`src/hw/rtl/register_machine_alu_execute_core_macros.svh`:
```
// Assertion macros shared by the register machine execute core RTL.
`ifndef REGISTER_MACHINE_ALU_EXECUTE_CORE_MACROS_SVH
`define REGISTER_MACHINE_ALU_EXECUTE_CORE_MACROS_SVH

`ifndef SYNTH
`define RMAE_ASSERT_IMP(label, clk, rst_n, ante, cons) \
    label: assert property (@(posedge clk) disable iff (!rst_n) (ante) |-> (cons)) \
        else $error("rmae assertion failed");
`define RMAE_ASSERT_NXT(label, clk, rst_n, ante, cons) \
    label: assert property (@(posedge clk) disable iff (!rst_n) (ante) |=> (cons)) \
        else $error("rmae assertion failed");
`else
`define RMAE_ASSERT_IMP(label, clk, rst_n, ante, cons)
`define RMAE_ASSERT_NXT(label, clk, rst_n, ante, cons)
`endif

`endif

```
`src/hw/rtl/rmae_pkg.sv`:
```
// Types, opcode constants and decode function for the register machine execute core.
package rmae_pkg;

    localparam int REGISTER_COUNT_DEF = 16;
    localparam int DATA_W             = 16;
    localparam int IDX_W              = 4;
    localparam int CNT_W              = $clog2(DATA_W);

    typedef logic [3:0] t_mode;

    localparam t_mode MODE_PRINT = 4'h0;
    localparam t_mode MODE_LOAD  = 4'h1;
    localparam t_mode MODE_ADD   = 4'h2;
    localparam t_mode MODE_SUB   = 4'h3;
    localparam t_mode MODE_MUL   = 4'h4;
    localparam t_mode MODE_DIV   = 4'h5;
    localparam t_mode MODE_AND   = 4'h6;
    localparam t_mode MODE_OR    = 4'h7;
    localparam t_mode MODE_EQ    = 4'h8;
    localparam t_mode MODE_NE    = 4'h9;
    localparam t_mode MODE_LT    = 4'hA;
    localparam t_mode MODE_GT    = 4'hB;
    localparam t_mode MODE_LE    = 4'hC;
    localparam t_mode MODE_GE    = 4'hD;
    localparam t_mode MODE_NOT   = 4'hE;
    localparam t_mode MODE_SWAP  = 4'hF;

    typedef enum logic [1:0] {
        ST_OK,
        ST_JUMP,
        ST_INVALID,
        ST_DIVZERO
    } t_status;

    typedef enum logic [1:0] {
        CL_ALU,
        CL_JUMP,
        CL_AUX,
        CL_INVALID
    } t_class;

    typedef enum logic [2:0] {
        S_IDLE,
        S_RDA,
        S_RDB,
        S_SETUP,
        S_EXEC,
        S_FIN,
        S_SWAP,
        S_POST
    } t_state;

    typedef struct packed {
        t_mode              mode;
        logic               opcode_high;
        logic [IDX_W-1:0]   dest_index;
        logic [IDX_W-1:0]   source_index;
        logic               use_immediate;
        logic [DATA_W-1:0]  immediate;
    } t_instr;

    typedef struct packed {
        logic signed [DATA_W-1:0] dest_value;
        t_status                  status;
    } t_result;

    function automatic t_class classify(t_mode mode, logic hi);
        t_class cls;
        if (mode inside {[MODE_ADD:MODE_OR], MODE_NOT}) begin
            cls = CL_ALU;
        end else if (mode inside {[MODE_EQ:MODE_GE]}) begin
            cls = hi ? CL_JUMP : CL_ALU;
        end else if ((mode == MODE_SWAP && !hi) || (mode == MODE_PRINT && hi)
                     || mode == MODE_LOAD) begin
            cls = CL_AUX;
        end else begin
            cls = CL_INVALID;
        end
        return cls;
    endfunction

endpackage

```
`src/hw/rtl/rmae_ram.sv`:
```
// Generic single write port, single read port RAM with registered read data.
module rmae_ram #(
    parameter int WIDTH = 16,
    parameter int DEPTH = 16
) (
    input  logic                     i_clk,
    input  logic                     i_we,
    input  logic [$clog2(DEPTH)-1:0] i_waddr,
    input  logic [WIDTH-1:0]         i_wdata,
    input  logic [$clog2(DEPTH)-1:0] i_raddr,
    output logic [WIDTH-1:0]         o_rdata
);

    logic [WIDTH-1:0] r_mem [DEPTH];
    logic [WIDTH-1:0] r_rdata;

    always_ff @(posedge i_clk) begin
        if (i_we) begin
            r_mem[i_waddr] <= i_wdata;
        end
        r_rdata <= r_mem[i_raddr];
    end

    assign o_rdata = r_rdata;

endmodule

```
`src/hw/rtl/register_machine_alu_execute_core.sv`:
```
// Top level: register machine instruction execute core with bit-serial ALU.
// ALU instructions pass S_RDA, S_RDB, S_SETUP, the serial S_EXEC loop and S_FIN; swap passes
// S_SWAP instead; load, print, jump, invalid and divide by zero go from S_SETUP straight to S_POST.
// One instruction at a time: a new one is accepted only in S_IDLE, reached once S_POST loads the output.
// Reset: synchronous active-low i_rst_n clears the control state, the output valid
// and the register valid bits, so every register reads as zero after reset.
module register_machine_alu_execute_core import rmae_pkg::*; #(
    parameter int REGISTER_COUNT = REGISTER_COUNT_DEF
) (
    input  logic    i_clk,
    input  logic    i_rst_n,
    input  logic    i_in_valid,
    output logic    o_in_ready,
    input  t_instr  i_in_data,
    output logic    o_out_valid,
    input  logic    i_out_ready,
    output t_result o_out_data
);

`include "register_machine_alu_execute_core_macros.svh"

    localparam int ADDR_W = $clog2(REGISTER_COUNT);
    localparam logic [CNT_W-1:0] CNT_LAST = CNT_W'(DATA_W - 1);

    t_state              r_state, n_state;
    t_instr              r_ins;
    logic [ADDR_W-1:0]   r_d, r_s;
    logic [DATA_W-1:0]   r_a, r_b, r_acc, r_rem, r_res;
    logic [CNT_W-1:0]    r_cnt;
    logic                r_carry, r_neq, r_nz, r_lt, r_neg;
    t_status             r_status;
    logic                r_out_valid;
    t_result             r_out;
    logic [REGISTER_COUNT-1:0] r_valid;
    logic                r_rd_valid;

    logic [ADDR_W-1:0]   d_slot, s_slot;
    logic [ADDR_W-1:0]   ram_raddr, ram_waddr;
    logic                ram_we;
    logic [DATA_W-1:0]   ram_wdata, ram_rdata;
    logic [DATA_W-1:0]   rd_val, opb, abs_a, abs_b, fin_val;
    t_class              cls;
    logic                in_acc, out_load;
    logic                a_bit, b_eff, sum_bit, r_bit, carry_nx;
    logic [DATA_W:0]     div_sh, div_tr;
    logic                q_bit;

    rmae_ram #(
        .WIDTH (DATA_W),
        .DEPTH (REGISTER_COUNT)
    ) u_regfile (
        .i_clk   (i_clk),
        .i_we    (ram_we),
        .i_waddr (ram_waddr),
        .i_wdata (ram_wdata),
        .i_raddr (ram_raddr),
        .o_rdata (ram_rdata)
    );

    always_comb begin
        d_slot = '0;
        s_slot = '0;
        for (int i = 0; i < (1 << IDX_W); i++) begin
            if (i_in_data.dest_index == IDX_W'(i)) begin
                d_slot = ADDR_W'(i % REGISTER_COUNT);
            end
            if (i_in_data.source_index == IDX_W'(i)) begin
                s_slot = ADDR_W'(i % REGISTER_COUNT);
            end
        end
    end

    assign in_acc   = i_in_valid && o_in_ready;
    assign out_load = (r_state == S_POST) && (!r_out_valid || i_out_ready);
    assign cls      = classify(r_ins.mode, r_ins.opcode_high);
    assign rd_val   = r_rd_valid ? ram_rdata : '0;
    assign opb      = r_ins.use_immediate ? r_ins.immediate : rd_val;
    assign abs_a    = r_a[DATA_W-1] ? -r_a : r_a;
    assign abs_b    = opb[DATA_W-1] ? -opb : opb;

    // Serial slice: one bit of add, sub, logic and compare per cycle, LSB first.
    always_comb begin
        a_bit    = r_a[0];
        b_eff    = (r_ins.mode == MODE_ADD) ? r_b[0] : ~r_b[0];
        sum_bit  = a_bit ^ b_eff ^ r_carry;
        carry_nx = (a_bit & b_eff) | (a_bit & r_carry) | (b_eff & r_carry);
        case (r_ins.mode)
            MODE_AND: r_bit = a_bit & r_b[0];
            MODE_OR:  r_bit = a_bit | r_b[0];
            default:  r_bit = sum_bit;
        endcase
    end

    // Restoring divide step on magnitudes.
    always_comb begin
        div_sh = {r_rem, r_a[DATA_W-1]};
        div_tr = div_sh - {1'b0, r_b};
        q_bit  = !div_tr[DATA_W];
    end

    always_comb begin
        case (r_ins.mode)
            MODE_MUL: fin_val = r_acc;
            MODE_DIV: fin_val = r_neg ? -r_a : r_a;
            MODE_NOT: fin_val = {{(DATA_W-1){1'b0}}, !r_nz};
            MODE_EQ:  fin_val = {{(DATA_W-1){1'b0}}, !r_neq};
            MODE_NE:  fin_val = {{(DATA_W-1){1'b0}}, r_neq};
            MODE_LT:  fin_val = {{(DATA_W-1){1'b0}}, r_lt};
            MODE_GT:  fin_val = {{(DATA_W-1){1'b0}}, !r_lt && r_neq};
            MODE_LE:  fin_val = {{(DATA_W-1){1'b0}}, r_lt || !r_neq};
            MODE_GE:  fin_val = {{(DATA_W-1){1'b0}}, !r_lt};
            default:  fin_val = r_acc;
        endcase
    end

    always_comb begin
        n_state = r_state;
        case (r_state)
            S_IDLE: begin
                if (in_acc) begin
                    n_state = S_RDA;
                end
            end
            S_RDA: n_state = S_RDB;
            S_RDB: n_state = S_SETUP;
            S_SETUP: begin
                case (cls)
                    CL_ALU: begin
                        if (r_ins.mode == MODE_DIV && opb == '0) begin
                            n_state = S_POST;
                        end else begin
                            n_state = S_EXEC;
                        end
                    end
                    CL_AUX: begin
                        n_state = (r_ins.mode == MODE_SWAP) ? S_SWAP : S_POST;
                    end
                    default: n_state = S_POST;
                endcase
            end
            S_EXEC: begin
                if (r_cnt == CNT_LAST) begin
                    n_state = S_FIN;
                end
            end
            S_FIN:  n_state = S_POST;
            S_SWAP: n_state = S_POST;
            S_POST: begin
                if (out_load) begin
                    n_state = S_IDLE;
                end
            end
            default: n_state = S_IDLE;
        endcase
    end

    always_comb begin
        o_in_ready = 1'b0;
        ram_raddr  = r_s;
        ram_we     = 1'b0;
        ram_waddr  = r_d;
        ram_wdata  = fin_val;
        case (r_state)
            S_IDLE: o_in_ready = 1'b1;
            S_RDA:  ram_raddr = r_d;
            S_SETUP: begin
                if (cls == CL_AUX && r_ins.mode == MODE_LOAD) begin
                    ram_we    = 1'b1;
                    ram_wdata = r_ins.immediate;
                end else if (cls == CL_AUX && r_ins.mode == MODE_SWAP) begin
                    ram_we    = 1'b1;
                    ram_wdata = rd_val;
                end
            end
            S_SWAP: begin
                ram_we    = 1'b1;
                ram_waddr = r_s;
                ram_wdata = r_a;
            end
            S_FIN: ram_we = 1'b1;
            default: ram_we = 1'b0;
        endcase
    end

    always_ff @(posedge i_clk) begin
        if (!i_rst_n) begin
            r_state     <= S_IDLE;
            r_out_valid <= 1'b0;
            r_valid     <= '0;
            r_rd_valid  <= 1'b0;
        end else begin
            r_state    <= n_state;
            r_rd_valid <= r_valid[ram_raddr];
            if (ram_we) begin
                r_valid[ram_waddr] <= 1'b1;
            end
            if (out_load) begin
                r_out_valid <= 1'b1;
            end else if (i_out_ready) begin
                r_out_valid <= 1'b0;
            end
        end
    end

    always_ff @(posedge i_clk) begin
        if (in_acc) begin
            r_ins <= i_in_data;
            r_d   <= d_slot;
            r_s   <= s_slot;
        end
        if (out_load) begin
            r_out.dest_value <= r_res;
            r_out.status     <= r_status;
        end
        case (r_state)
            S_RDB: r_a <= rd_val;
            S_SETUP: begin
                r_cnt    <= '0;
                r_carry  <= (r_ins.mode != MODE_ADD);
                r_neq    <= 1'b0;
                r_nz     <= 1'b0;
                r_acc    <= '0;
                r_rem    <= '0;
                r_neg    <= r_a[DATA_W-1] ^ opb[DATA_W-1];
                r_b      <= (r_ins.mode == MODE_DIV) ? abs_b : opb;
                if (r_ins.mode == MODE_DIV) begin
                    r_a <= abs_a;
                end
                case (cls)
                    CL_ALU: begin
                        r_res    <= r_a;
                        r_status <= (r_ins.mode == MODE_DIV && opb == '0) ? ST_DIVZERO
                                                                         : ST_OK;
                    end
                    CL_JUMP: begin
                        r_res    <= r_a;
                        r_status <= ST_JUMP;
                    end
                    CL_INVALID: begin
                        r_res    <= r_a;
                        r_status <= ST_INVALID;
                    end
                    default: begin
                        r_status <= ST_OK;
                        if (r_ins.mode == MODE_LOAD) begin
                            r_res <= r_ins.immediate;
                        end else if (r_ins.mode == MODE_SWAP) begin
                            r_res <= rd_val;
                        end else begin
                            r_res <= r_a;
                        end
                    end
                endcase
            end
            S_EXEC: begin
                r_cnt <= r_cnt + 1'b1;
                case (r_ins.mode)
                    MODE_MUL: begin
                        if (r_b[0]) begin
                            r_acc <= r_acc + r_a;
                        end
                        r_a <= {r_a[DATA_W-2:0], 1'b0};
                        r_b <= {1'b0, r_b[DATA_W-1:1]};
                    end
                    MODE_DIV: begin
                        r_rem <= q_bit ? div_tr[DATA_W-1:0] : div_sh[DATA_W-1:0];
                        r_a   <= {r_a[DATA_W-2:0], q_bit};
                    end
                    default: begin
                        r_acc   <= {r_bit, r_acc[DATA_W-1:1]};
                        r_carry <= carry_nx;
                        r_neq   <= r_neq | (a_bit ^ r_b[0]);
                        r_nz    <= r_nz | a_bit;
                        if (r_cnt == CNT_LAST) begin
                            r_lt <= (a_bit != r_b[0]) ? a_bit : sum_bit;
                        end
                        r_a <= {1'b0, r_a[DATA_W-1:1]};
                        r_b <= {1'b0, r_b[DATA_W-1:1]};
                    end
                endcase
            end
            S_FIN: r_res <= fin_val;
            default: r_cnt <= r_cnt;
        endcase
    end

    assign o_out_valid = r_out_valid;
    assign o_out_data  = r_out;

    `RMAE_ASSERT_IMP(a_write_state, i_clk, i_rst_n, ram_we,
        r_state == S_SETUP || r_state == S_SWAP || r_state == S_FIN)
    `RMAE_ASSERT_IMP(a_setup_write_aux, i_clk, i_rst_n, ram_we && r_state == S_SETUP,
        r_ins.mode == MODE_LOAD || r_ins.mode == MODE_SWAP)
    `RMAE_ASSERT_NXT(a_accept_reads, i_clk, i_rst_n, in_acc, r_state == S_RDA)
    `RMAE_ASSERT_NXT(a_exec_ends, i_clk, i_rst_n, r_state == S_EXEC && r_cnt == CNT_LAST,
        r_state == S_FIN)
    `RMAE_ASSERT_NXT(a_out_from_post, i_clk, i_rst_n, !r_out_valid,
        !r_out_valid || $past(r_state) == S_POST)

endmodule
```
`config.mk`:
```
export PLATFORM = sky130hd
export DESIGN_NAME = register_machine_alu_execute_core
export DESIGN_NICKNAME = d
export VERILOG_FILES = /design/src/hw/rtl/rmae_pkg.sv /design/src/hw/rtl/rmae_ram.sv /design/src/hw/rtl/register_machine_alu_execute_core.sv
export VERILOG_INCLUDE_DIRS = /design/src /design/src/hw/rtl
export SDC_FILE = /design/constraint.sdc
export NUM_CORES = 1
export LEC_CHECK = 0
export CORE_MARGIN = 2
export CORE_UTILIZATION = 56
export DETAILED_ROUTE_END_ITERATION = 16
export DONT_BUFFER_PORTS = 1
export GPL_TIMING_DRIVEN = 0
export PLACE_DENSITY = 0.71
export SYNTH_ARGS = -nofsm -noshare
export SYNTH_HDL_FRONTEND = slang
export SYNTH_HIERARCHICAL = 1
export SYNTH_SLANG_ARGS = --single-unit
export TNS_END_PERCENT = 10
```
`constraint.sdc`:
```
create_clock -name i_clk -period 4.2 [get_ports i_clk]
set_input_delay 1.05 -clock i_clk [delete_from_list [all_inputs] [get_ports i_clk]]
set_output_delay 1.05 -clock i_clk [all_outputs]
set_load 0.1 [all_outputs]
```
# Word level (Yosys, flattened, before mapping)
# Memory sizes are Yosys's and may differ from the RTL's. A register that Yosys moved wholly into a read port is not among the register bits.
# Cells that the tools add are included.
[word_totals]
inputBits = 34
ramBits = 256
ff_bits = 160
out_inout_bits = 20
memories = 1
elab_cells = 263
[mem_list]
columns = ["name", "depth", "word_bits", "rd", "rd_clocked_by_memory_dff", "wr", "line", "text"]
rows = [
  ["u_regfile.r_mem", 16, 16, 1, 1, 1, "rmae_ram.sv:14", "logic [WIDTH-1:0] r_mem [DEPTH];"],
]
[op_classes]
bitwise = 16
n_eq_ne = 66
magnitude_cmp = 7
n_mux = 90
add_sub_neg = 5
n_reduce_logical = 47
[ops]
columns = ["operator", "n"]
rows = [
  ["16-bit two-way mux", 16],
  ["16-bit one-hot mux with 2 select lines", 7],
  ["16-bit one-hot mux with 8 select lines", 1],
  ["4-bit equality test, second input constant", 25],
  ["4-bit two-way mux", 14],
  ["4-bit by 3-bit equality test with 1-bit output, second input constant", 12],
  ["16-bit one-hot mux with 3 select lines", 1],
  ["3-bit two-way mux", 11],
  ["16-bit negator", 2],
  ["1-bit two-way mux", 21],
  ["3-bit one-hot mux with 7 select lines", 1],
  ["4-bit by 2-bit equality test with 1-bit output, second input constant", 5],
  ["17-bit by 16-bit subtractor with 17-bit output", 1],
  ["16-bit adder", 1],
  ["16-bit logical NOT", 1],
  ["2-bit two-way mux", 8],
  ["2-bit != test, second input constant", 8],
  ["16-bit OR", 1],
  ["8-bit OR reduction", 2],
  ["3-bit equality test, second input constant", 4],
  ["4-bit by 1-bit equality test with 1-bit output, second input constant", 3],
  ["3-bit AND reduction", 4],
  ["1-bit logical AND", 11],
  ["4-bit by 5-bit < comparator with 1-bit output, second input constant", 2],
  ["other kinds (34)", 69],
]

# Logic depth before layout (Yosys ltp)
# Gate-level depths: netlist (run 1).
[depth]
depth_word = 15
ltp_mapped = 12
depth_no_buf = 10

# Modules after synthesis
# The synthesis (run 1) kept the hierarchy.
[by_module_without_submodules]
columns = ["module", "area_each_um2", "seq_area_each_um2", "instances", "cells_per_inst"]
rows = [
  ["register_machine_alu_execute_core", 10515.1, 4594.4, 1, 1175],
  ["rmae_ram", 10043.4, 8007.7, 1, 432],
]

# Least setup slack after synthesis (run 1)
# Ideal clock, no wire load.
[synth_timing]
path_kind = "register to register"
start = "reg r_state[1]"
end = "reg r_d[0], enable pin"
required_time_ns = 3.810
setup_slack_ns = 0.211
stages_incl_launch_ff = 4
arrival_time_ns = 3.599
setup_ns = 0.390
n_path_buf = 1
synth_period_minus_slack_ns = 3.989
path_cell_list = "dfxtp_1 -> clkbuf_1 -> nor3_1 -> and2_1"
[synth_between]
elab_chain_cells = 3
[synth_rtl]
columns = ["element", "line", "text"]
rows = [
  ["start: declaration", "register_machine_alu_execute_core.sv:25", "t_state r_state, n_state;"],
  ["start signal: assignment", "register_machine_alu_execute_core.sv:192", "r_state <= n_state;"],
  ["3-bit logical NOT", "register_machine_alu_execute_core.sv:163", "case (r_state)"],
  ["1-bit two-way mux", "register_machine_alu_execute_core.sv:163", ""],
  ["named net o_in_ready", "register_machine_alu_execute_core.sv:13", "output logic o_in_ready,"],
  ["1-bit logical AND", "register_machine_alu_execute_core.sv:73", "assign in_acc = i_in_valid && o_in_ready;"],
  ["named net in_acc", "register_machine_alu_execute_core.sv:43", "logic in_acc, out_load;"],
  ["end signal: assignment", "register_machine_alu_execute_core.sv:208", "r_d <= d_slot;"],
  ["end: declaration", "register_machine_alu_execute_core.sv:27", "logic [ADDR_W-1:0] r_d, r_s;"],
]
# The timed path passes the listed nets, and every way through them passes these cells.
# A chain may end at the register's enable or synchronous reset.

# Worst setup path after layout (run 1)
[layout_timing]
start = "reg r_a[15]"
end = "reg r_rem[1], data pin"
[layout_between]
elab_chain_cells = 4
[layout_rtl]
columns = ["element", "line", "text"]
rows = [
  ["start: declaration", "register_machine_alu_execute_core.sv:28", "logic [DATA_W-1:0] r_a, r_b, r_acc, r_rem, r_res;"],
  ["start signal: assignment", "register_machine_alu_execute_core.sv:216", "S_RDB: r_a <= rd_val;"],
  ["start signal: assignment", "register_machine_alu_execute_core.sv:227", "r_a <= abs_a;"],
  ["start signal: assignment", "register_machine_alu_execute_core.sv:262", "r_a <= {r_a[DATA_W-2:0], 1'b0};"],
  ["17-bit by 16-bit subtractor with 17-bit output", "register_machine_alu_execute_core.sv:97", "div_tr = div_sh - {1'b0, r_b};"],
  ["16-bit two-way mux", "register_machine_alu_execute_core.sv:266", "r_rem <= q_bit ? div_tr[DATA_W-1:0] : div_sh[DATA_W-1:0];"],
  ["16-bit two-way mux", "register_machine_alu_execute_core.sv:257", "case (r_ins.mode)"],
  ["16-bit one-hot mux with 2 select lines", "register_machine_alu_execute_core.sv:215", "case (r_state)"],
  ["end signal: assignment", "register_machine_alu_execute_core.sv:266", ""],
  ["end: declaration", "register_machine_alu_execute_core.sv:28", ""],
]
# Every way passes these cells. The select of a mux whose other input is x is not followed.

==> impl_summary.md, run 1 <==
Timing
The total setup violations reported at the end of the flow is 0. Setup repair after global routing could not meet its margin everywhere. The hold slack is 415.0 ps.

The portion of the clock cycle consumed by the worst path in the final layout is 0.9782. Derived from the worst setup path, the maximum achievable clock frequency is 243.4 MHz. The worst path needs 4108 ps of the cycle, external delays included. The number of max-slew violations in the final report is 0. The maximum clock skew at final layout is 18.79 ps. The headroom to the max-slew limit is 0.1633. The hold violation total from the final report came to 0. At the pin with the least slew margin, the transition time is 1250 ps.

Setup path
The most critical setup path has its startpoint at r_a[15]. Among the stages of the critical path, the cell type that occurs most often is sky130_fd_sc_hd__clkbuf_1. For this design, the slowest cell found on the critical path is sky130_fd_sc_hd__clkbuf_1. STA classifies the critical path startpoint as a flop. The endpoint identified for the worst register-to-register timing path is r_rem[1]. The startpoint identified for the worst register-to-register timing path is r_a[15].

For flop-to-flop paths, the worst setup slack is 90 ps. The largest single stage delay on the critical path is 530 ps. STA puts the critical path data required time at 4580 ps. The worst register-to-register path has a depth of 12. Along the worst path, the maximum fanout reaches 10. The worst path arrival time is 4480 ps. The kind of end point of the critical path is a flop. The critical path goes through clkbuf_1 -> inv_1 -> ha_1 -> fa_1 -> nor2b_1 -> o31a_1 -> o21ai_0 -> a211o_1 -> a21oi_1 -> clkbuf_1 -> nor3_1 -> a211oi_1. The critical path in this run is classified as reg2reg.

Clock tree
The number of H-tree levels is 2. TritonCTS built the clock tree. The clock transition at the registers of the reported paths is 60 ps.

The total CTS buffers is 44. The number of buffers between clock root and the deepest sink is 3. Buffers added to address setup during post-CTS repair amount to 0. The hold buffer count at cts is 0. Counting every sink on the clock net gives 432. The cell sitting at the root of the clock tree is a sky130_fd_sc_hd__clkbuf_16. Clock latency on the worst-skew pair, taken at its later pin, is 570 ps.

Global route
Entering global routing, the biggest net connects 18 pins. The number of global-route vias before repair is 13.63k. The initial antenna violation count came to 1.

In the global route stage, overall resource usage came out at 0.2926. The total overflow left after global routing is 0. The first global-routing pass estimated 83280 um of wire.

Finish
The fill cell instance count of the final layout is 2719. The number of nets in the layout is 1747. The number of diodes added for antenna fixing is 0. The relative area change from synthesis to final layout is 11.97%. The register ranked first by flip-flop count is u_regfile/r_mem.

The fraction of layout cells with a size suffix above 1 is 0.1121. The flip-flop count of the largest register after layout is 256. The core occupancy in the finished layout is 0.6333.

Routing
Dividing the detail-routed wire length by the instance count gives 25.35 um. The initial detailed-routing violation count is 1476. The detail route stage leaves a number of antenna-violating nets equal to 0.

The post-detailed-routing wire length is 55050 um. The count of TritonRoute iterations in the first routing pass is 6. After detailed routing, the number of remaining DRC violations is 0.

Detailed routing inserted a total of 14.00k vias. The vias per cell is 6.443.

Hold path
The hold path startpoint is r_res[12]. The destination of the worst hold path is o_out_data[14]. The worst hold path cell count is 0. The path class of the lowest-slack min-delay path is reg2reg.

Power and ir drop
The static leakage power is 7.763 nW. Overall power consumption after layout is estimated at 0.01107 W. Across the VDD grid, the largest voltage drop is 0.4576 mV. The ratio of total power to cell area is 481.0 nW/um2.

Synth
The post-synthesis async set-or-reset flop share is 0. Of the synthesized area, sequential elements account for 0.6130. The portion of synthesized cell area occupied by the leading cell type is 0.5770. Synthesis produced a netlist whose cell count is 1607. The synthesized cell area is 20560 um2.

The number of enable flip-flop cells after synthesis is 395. Yosys mapped the design onto 70 distinct sky130hd cell types. The Yosys step of the flow raised 6 warnings.

The largest total area in the synthesized netlist belongs to sky130_fd_sc_hd__edfxtp_1. The most used flip-flop cell after synthesis is sky130_fd_sc_hd__edfxtp_1. In the synthesized netlist, the cells that appear most often are 395 x sky130_fd_sc_hd__edfxtp_1, 170 x sky130_fd_sc_hd__nand2_1, 110 x sky130_fd_sc_hd__o21ai_0.

The most used standard cell by instance count after synthesis is sky130_fd_sc_hd__edfxtp_1. By area the synthesized netlist is led by sky130_fd_sc_hd__edfxtp_1 58%, sky130_fd_sc_hd__mux4_2 5.9%, sky130_fd_sc_hd__dfxtp_1 3.6%. Synthesis inferred 432 register bits. Counting every net in the synthesized netlist gives 1681. The average cell area after synthesis is 12.79 um2.

Placed design
The number of buffer cells added on primary ports is 0. Detailed placement ended at an HPWL of 39040 um. Routability-driven placement finished with a final weighted congestion of 0.9552.

Floorplanning
The die area is 38260 um2. From bottom edge to top edge, the die measures 195.6 um. The initial standard-cell utilization of the core is 0.5656. The I/O pin count is 54. The floorplan step defined a core boundary enclosing 36350 um2.

The floorplan has 70 rows. In this run the horizontal extent of the chip is 195.6 um.

Outcome
The run finished with clean final reports.

Run
The reported max-cap violation count is 0.
## layer usage
layer	routed length, um	share of wire	global-route usage	vias up
met3	3499	0.064	0.04041	127
met1	22380	0.41	0.3907	6976
met2	26580	0.48	0.4807	602
met4	2578	0.047	0.1360	2
met5	14	0.00025	0	-
li1	-	-	-	6288
## stage by stage
stage	setup WS [ps]	TNS, ps	instance area, um2	cells
detailed placement	-293.5	-4688	21500	2093
CTS	50.01	0	22980	2170
global placement	-1302	-84100	21140	2075
finish	91.61	0	23020	2172
floorplan	211.4	0	20560	1607
global route	-115.3	-471.4	23020	2172
## report_power, final
part           switching [W]  internal (W)
combinational        0.00123      0.000681
clock                0.00163       0.00238
sequential          0.000147       0.00500
total                0.00301       0.00807
## cell usage in the layout, fill, tap and decap left out, types with 43 or more instances in the layout
| cell | count |
|---|---|
| sky130_fd_sc_hd__nand2_1 | 170 |
| sky130_fd_sc_hd__mux4_2 | 54 |
| sky130_fd_sc_hd__o21ai_0 | 106 |
| sky130_fd_sc_hd__clkbuf_16 | 45 |
| sky130_fd_sc_hd__clkbuf_1 | 88 |
| sky130_fd_sc_hd__nand3_1 | 50 |
| sky130_fd_sc_hd__edfxtp_1 | 395 |
| sky130_fd_sc_hd__a21oi_1 | 109 |
| sky130_fd_sc_hd__nor2_1 | 87 |
| sky130_fd_sc_hd__inv_1 | 43 |
## logic make-up (layout without fill, tap and decap cells)
| group | after synthesis | in the layout | synth area share |
|---|---|---|---|
| adders and majority gates | 40 | 40 | 0.02544 |
| AOI/OAI and AO/OA | 404 | 404 | 0.1247 |
| buffers and inverters | 153 | 250 | 0.03098 |
| and+or+nand+nor | 423 | 423 | 0.09294 |
| DFF | 432 | 432 | 0.6130 |
| muxes | 99 | 99 | 0.08910 |
| xor gates and xnor gates | 56 | 56 | 0.02386 |
## worst max path at each step
stage | to | slack [ps] | cells past startpoint
6_report | r_rem[1] | 90 | 12
5_1_grt | r_rem[1] | -120 | 12
4_1_cts | u_regfile/r_mem[0][14] | 50 | 8
3_5_place_dp | u_regfile/r_mem[4][15] | -290 | 12
3_3_place_gp | u_regfile/r_mem[0][10] | -1300 | 7
2_1_floorplan | r_d[0] | 210 | 3
## critical path, delay by kind of cell (launching register included)
| kind | cells | cell delay, ps |
|---|---|---|
| AOI/OAI and AO/OA | 5 | 1390 |
| buffers and inverters | 3 | 1190 |
| adders and majority gates | 2 | 720 |
| DFF | 1 | 350 |
| and+or+nand+nor | 2 | 250 |
## what timing repair did
item	CTS	global route
endpoints found under the setup margin	16	50
endpoints found under the hold margin	0	0
resized for setup	1	3
## layout make-up
type,count,area (um2),area share
Timing Repair Buffer,20,305.3,0.01326
Clock inverter,28,326.6,0.01419
Tap cell,468,585.6,0.02544
Inverter,45,168.9,0.007338
Buffer,108,467.9,0.02033
Clock buffer,49,1141,0.04957
Multi-Input combinational cell,1022,7422,0.3224
Sequential cell,432,12600,0.5475
(Power assumes the default switching activity.)
==> run 2, diff against run 1 <==
--- a/config.mk
+++ b/config.mk
@@ -7,13 +7,12 @@
 export NUM_CORES = 1
 export LEC_CHECK = 0
 export CORE_MARGIN = 2
-export CORE_UTILIZATION = 56
+export CORE_UTILIZATION = 60
 export DETAILED_ROUTE_END_ITERATION = 16
 export DONT_BUFFER_PORTS = 1
 export GPL_TIMING_DRIVEN = 0
-export PLACE_DENSITY = 0.71
+export PLACE_DENSITY = 0.76
 export SYNTH_ARGS = -nofsm -noshare
 export SYNTH_HDL_FRONTEND = slang
-export SYNTH_HIERARCHICAL = 1
 export SYNTH_SLANG_ARGS = --single-unit
 export TNS_END_PERCENT = 10
==> impl_summary.md, run 2 <==
Routing
The DRC violation count after routing is 0. The number of routed nets with antenna violations is 0. Using the TritonRoute via totals, the vias-per-cell ratio works out to 6.391.

The via total after detailed routing is 15.50k. After the first detailed-routing iteration, the DRC count stood at 1631. The average routed wire per standard cell is 24.46 um.

The count of TritonRoute iterations in the first routing pass is 6. The post-detailed-routing wire length is 59330 um.

Timing
The slew at the pin closest to its max-slew limit is 1341 ps. The hold violation total from the final report is 0. Clock skew on the completed layout was measured at 26.99 ps. Derived from the worst setup path, the maximum achievable clock frequency is 248.4 MHz. The minimum period implied by the final worst setup slack is 4026 ps. The portion of the clock cycle consumed by the worst path in the final layout is 0.9585. Setup repair after global routing left no endpoint under its margin. Setup violations remaining at the end of the flow were counted as 0. The worst pin sits at a relative slew slack of 0.09976. The number of max-slew violations in the final report is 0.

In the post-route analysis, the smallest setup slack over all paths is 174.4 ps.

Clock tree
The hold buffer count at cts is 0. Once the clock tree was built, the resizer swapped 0 gates to a different size. The number of sinks handled by clock tree synthesis is 432. The number of H-tree levels is 2. TritonCTS created 45 clock buffers.

The insertion delay of the later-clocked pin in the worst-skew pair is 600 ps. The clock passes through at most 3 buffers. The clock transition at the registers of the reported paths is 60 ps. The cell at the root of the clock tree is sky130_fd_sc_hd__clkbuf_16. The number of setup buffers added after CTS is 0. The TritonCTS clock tree is built.

Floorplanning
The overall die width is 191.0 um. The vertical extent of the die is 191.0 um. 54 I/O pins were placed. The core footprint is 34460 um2. For this configuration, the core starts out at a cell density of 0.6092. The die area is 36500 um2. In this run the core area contains 68 standard-cell rows.

Synth
The commonest cells after synthesis are 395 x sky130_fd_sc_hd__edfxtp_1, 283 x sky130_fd_sc_hd__nand2_1, 123 x sky130_fd_sc_hd__a21oi_1. The portion of synthesized cell area occupied by the leading cell type is 0.5651. The proportion of synthesized chip area in sequential cells is 0.6003. The number of different library cells in the post-synthesis netlist is 79.

Counting every net in the synthesized netlist gives 1945. By area the synthesized netlist is led by sky130_fd_sc_hd__edfxtp_1 57%, sky130_fd_sc_hd__nand2_1 5.1%, sky130_fd_sc_hd__dfxtp_1 3.5%. The biggest area contributor in the post-synthesis netlist is sky130_fd_sc_hd__edfxtp_1.

In the synthesized netlist the dominant register cell turns out to be sky130_fd_sc_hd__edfxtp_1. The post-synthesis async set-or-reset flop share is 0. The average cell area after synthesis is 11.22 um2. After synthesis the cells add up to 20990 um2. The number of synthesis warnings is 0. The most used standard cell by instance count after synthesis is sky130_fd_sc_hd__edfxtp_1. The synthesized netlist cell count is 1871.

Counting flops and latches in the post-synthesis netlist gives 432. Counting flops with a built-in enable in the synthesized netlist gives 395.

Placed design
Detailed placement finished with a half-perimeter wire length of 42790 um. The global placement routability congestion is 0.9980. In this run, placement finished with an instance count of 2340. The count of buffers added on input and output ports is 0. The worst slack at placement is 268.5 ps.

Finish
The fraction of layout cells with a size suffix above 1 is 0.08629. The number of nets in the layout is 2007. Fill cells in the final layout number 2581.

The most common cell after layout, fill and taps aside is sky130_fd_sc_hd__edfxtp_1. Relative to the synthesized area, the layout overhead comes to 10.90%. The sequential standard cell area is 12600 um2.

Summing all multi-input logic gate instances after layout gives 7706 um2. The repair_antennas step left the layout with diodes totalling 0. The register ranked first by flip-flop count is u_regfile.r_mem. The core occupancy in the finished layout is 0.6756. The top cell types in the final layout, fill and taps aside, are 395 x sky130_fd_sc_hd__edfxtp_1, 283 x sky130_fd_sc_hd__nand2_1, 123 x sky130_fd_sc_hd__a21oi_1, 107 x sky130_fd_sc_hd__nor2_1, 99 x sky130_fd_sc_hd__clkbuf_1.

The number of cells in the finished layout apart from fillers is 2425. The register with the most flip-flops in the layout has 256 of them.

Power and ir drop
Power spread over the standard cell area amounts to 496.4 nW/um2. The design draws 0.01156 W. The static leakage power is 8.025 nW.

The worst IR drop on VDD is 0.3714 mV.

Global route
The wire length of the first global-routing pass is 89340 um. The global-route total usage across every layer is 0.3313. The number of global-route vias before repair was 15.15k. The maximum number of pins on one net before global-route repair is 31. The initial antenna violation count was 0.

Global routing finished with a remaining overflow of 0.

Hold path
The worst hold path cell count is 0. The destination of the worst hold path is o_out_data[8]. The hold path startpoint is r_res[6]. The path class of the lowest-slack min-delay path is reg2reg.

Setup path
The worst path arrival time is 4340 ps. The worst setup path is captured at a flop. The startpoint kind of the worst setup timing path is a flop.

Across all register-to-register paths, the minimum setup slack is 170 ps. The data required time at the worst endpoint is 4520 ps. The biggest fanout along the worst timing path is 10. The class of the most critical setup path is reg2reg. The endpoint identified for the worst register-to-register timing path is r_rem[3]. The worst register-to-register path has a depth of 13.

The launching point of the worst reg2reg path is r_a[15].

Outcome
The run finished with clean final reports.

Run
The reported max-cap violation count is 0.
==> run 2: cell count changes after synthesis, moves of 11 or more <==
cell,before,now
sky130_fd_sc_hd__nand3_1,50,26
sky130_fd_sc_hd__a22oi_1,40,9
sky130_fd_sc_hd__nand2_1,170,283
sky130_fd_sc_hd__mux4_2,54,0
sky130_fd_sc_hd__nor3_1,29,18
sky130_fd_sc_hd__a311oi_1,0,36
sky130_fd_sc_hd__buf_2,6,30
sky130_fd_sc_hd__a211oi_1,16,93
sky130_fd_sc_hd__a31oi_1,8,48
sky130_fd_sc_hd__and2_1,6,73
sky130_fd_sc_hd__o21a_1,10,22
sky130_fd_sc_hd__a21oi_1,109,123
sky130_fd_sc_hd__nor2_1,99,121
==> run 2: through the flow <==
step	hold WS, ps	TNS (ps)	area (um2)
6_report	415.7	0	23280
2_1_floorplan	400.3	0	20990
5_1_grt	427.4	0	23280
4_1_cts	417.4	0	23260
3_3_place_gp	404.2	-31690	21560
3_5_place_dp	404.5	0	21760
==> run 2: cell type report <==
class | count | share of cell area
inverter | 39 | 0.006289
tap | 455 | 0.02446
buffer | 136 | 0.02580
multi-input combinational | 1264 | 0.3310
timing repair buffer | 15 | 0.006665
sequential | 432 | 0.5414
clock buffer | 52 | 0.04993
clock inverter | 32 | 0.01446
==> run 2: worst max path at each step <==
stage               startpoint                      to  slack [ps]  cells past startpoint
global placement        r_a[0]  u_regfile.r_mem[7][15]        -870                     12
detailed placement     r_a[15]                r_rem[3]         270                     13
CTS                    r_a[15]                r_rem[3]         240                     13
finish                 r_a[15]                r_rem[3]         170                     13
floorplan           r_state[1]                  r_d[0]         150                      4
global route           r_a[15]                r_rem[3]          30                     13
==> run 2: per-layer routing <==
metal | part of all wire | wire length, um | up-vias | global-route usage
li1 | - | - | 7080 | -
met1 | 0.38 | 22800 | 7410 | 0.4192
met2 | 0.48 | 28280 | 827 | 0.5471
met3 | 0.078 | 4622 | 182 | 0.04792
met4 | 0.061 | 3620 | 0 | 0.1917
met5 | 0 | 0 | - | 0
==> run 2: worst max-delay path: stages (launching register included) <==
cell,delay [ps]
sky130_fd_sc_hd__edfxtp_1,360
sky130_fd_sc_hd__clkbuf_1,440
sky130_fd_sc_hd__inv_1,250
sky130_fd_sc_hd__ha_1,300
sky130_fd_sc_hd__fa_1,410
sky130_fd_sc_hd__nor2b_1,190
sky130_fd_sc_hd__o2111ai_1,160
sky130_fd_sc_hd__and3_1,240
sky130_fd_sc_hd__o31ai_4,370
sky130_fd_sc_hd__a221oi_2,120
sky130_fd_sc_hd__xnor2_2,300
sky130_fd_sc_hd__buf_4,290
sky130_fd_sc_hd__mux2i_1,230
sky130_fd_sc_hd__nor2_1,70
==> run 2: cell families after synthesis <==
logic type,after synthesis,share of synthesized area
and+or+nand+nor,600,0.1313
AOI/OAI and AO/OA,527,0.1647
DFF,432,0.6003
buffers and inverters,175,0.03558
xor gates and xnor gates,65,0.02784
adders and majority gates,40,0.02491
muxes,32,0.01538
==> run 2: report_power, final <==
part	total [W]	leakage [nW]	internal (W)	switching [W]
Clock	0.00400	0.739	0.00227	0.00173
Combinational	0.00239	3.36	0.000723	0.00167
Sequential	0.00516	3.93	0.00502	0.000149
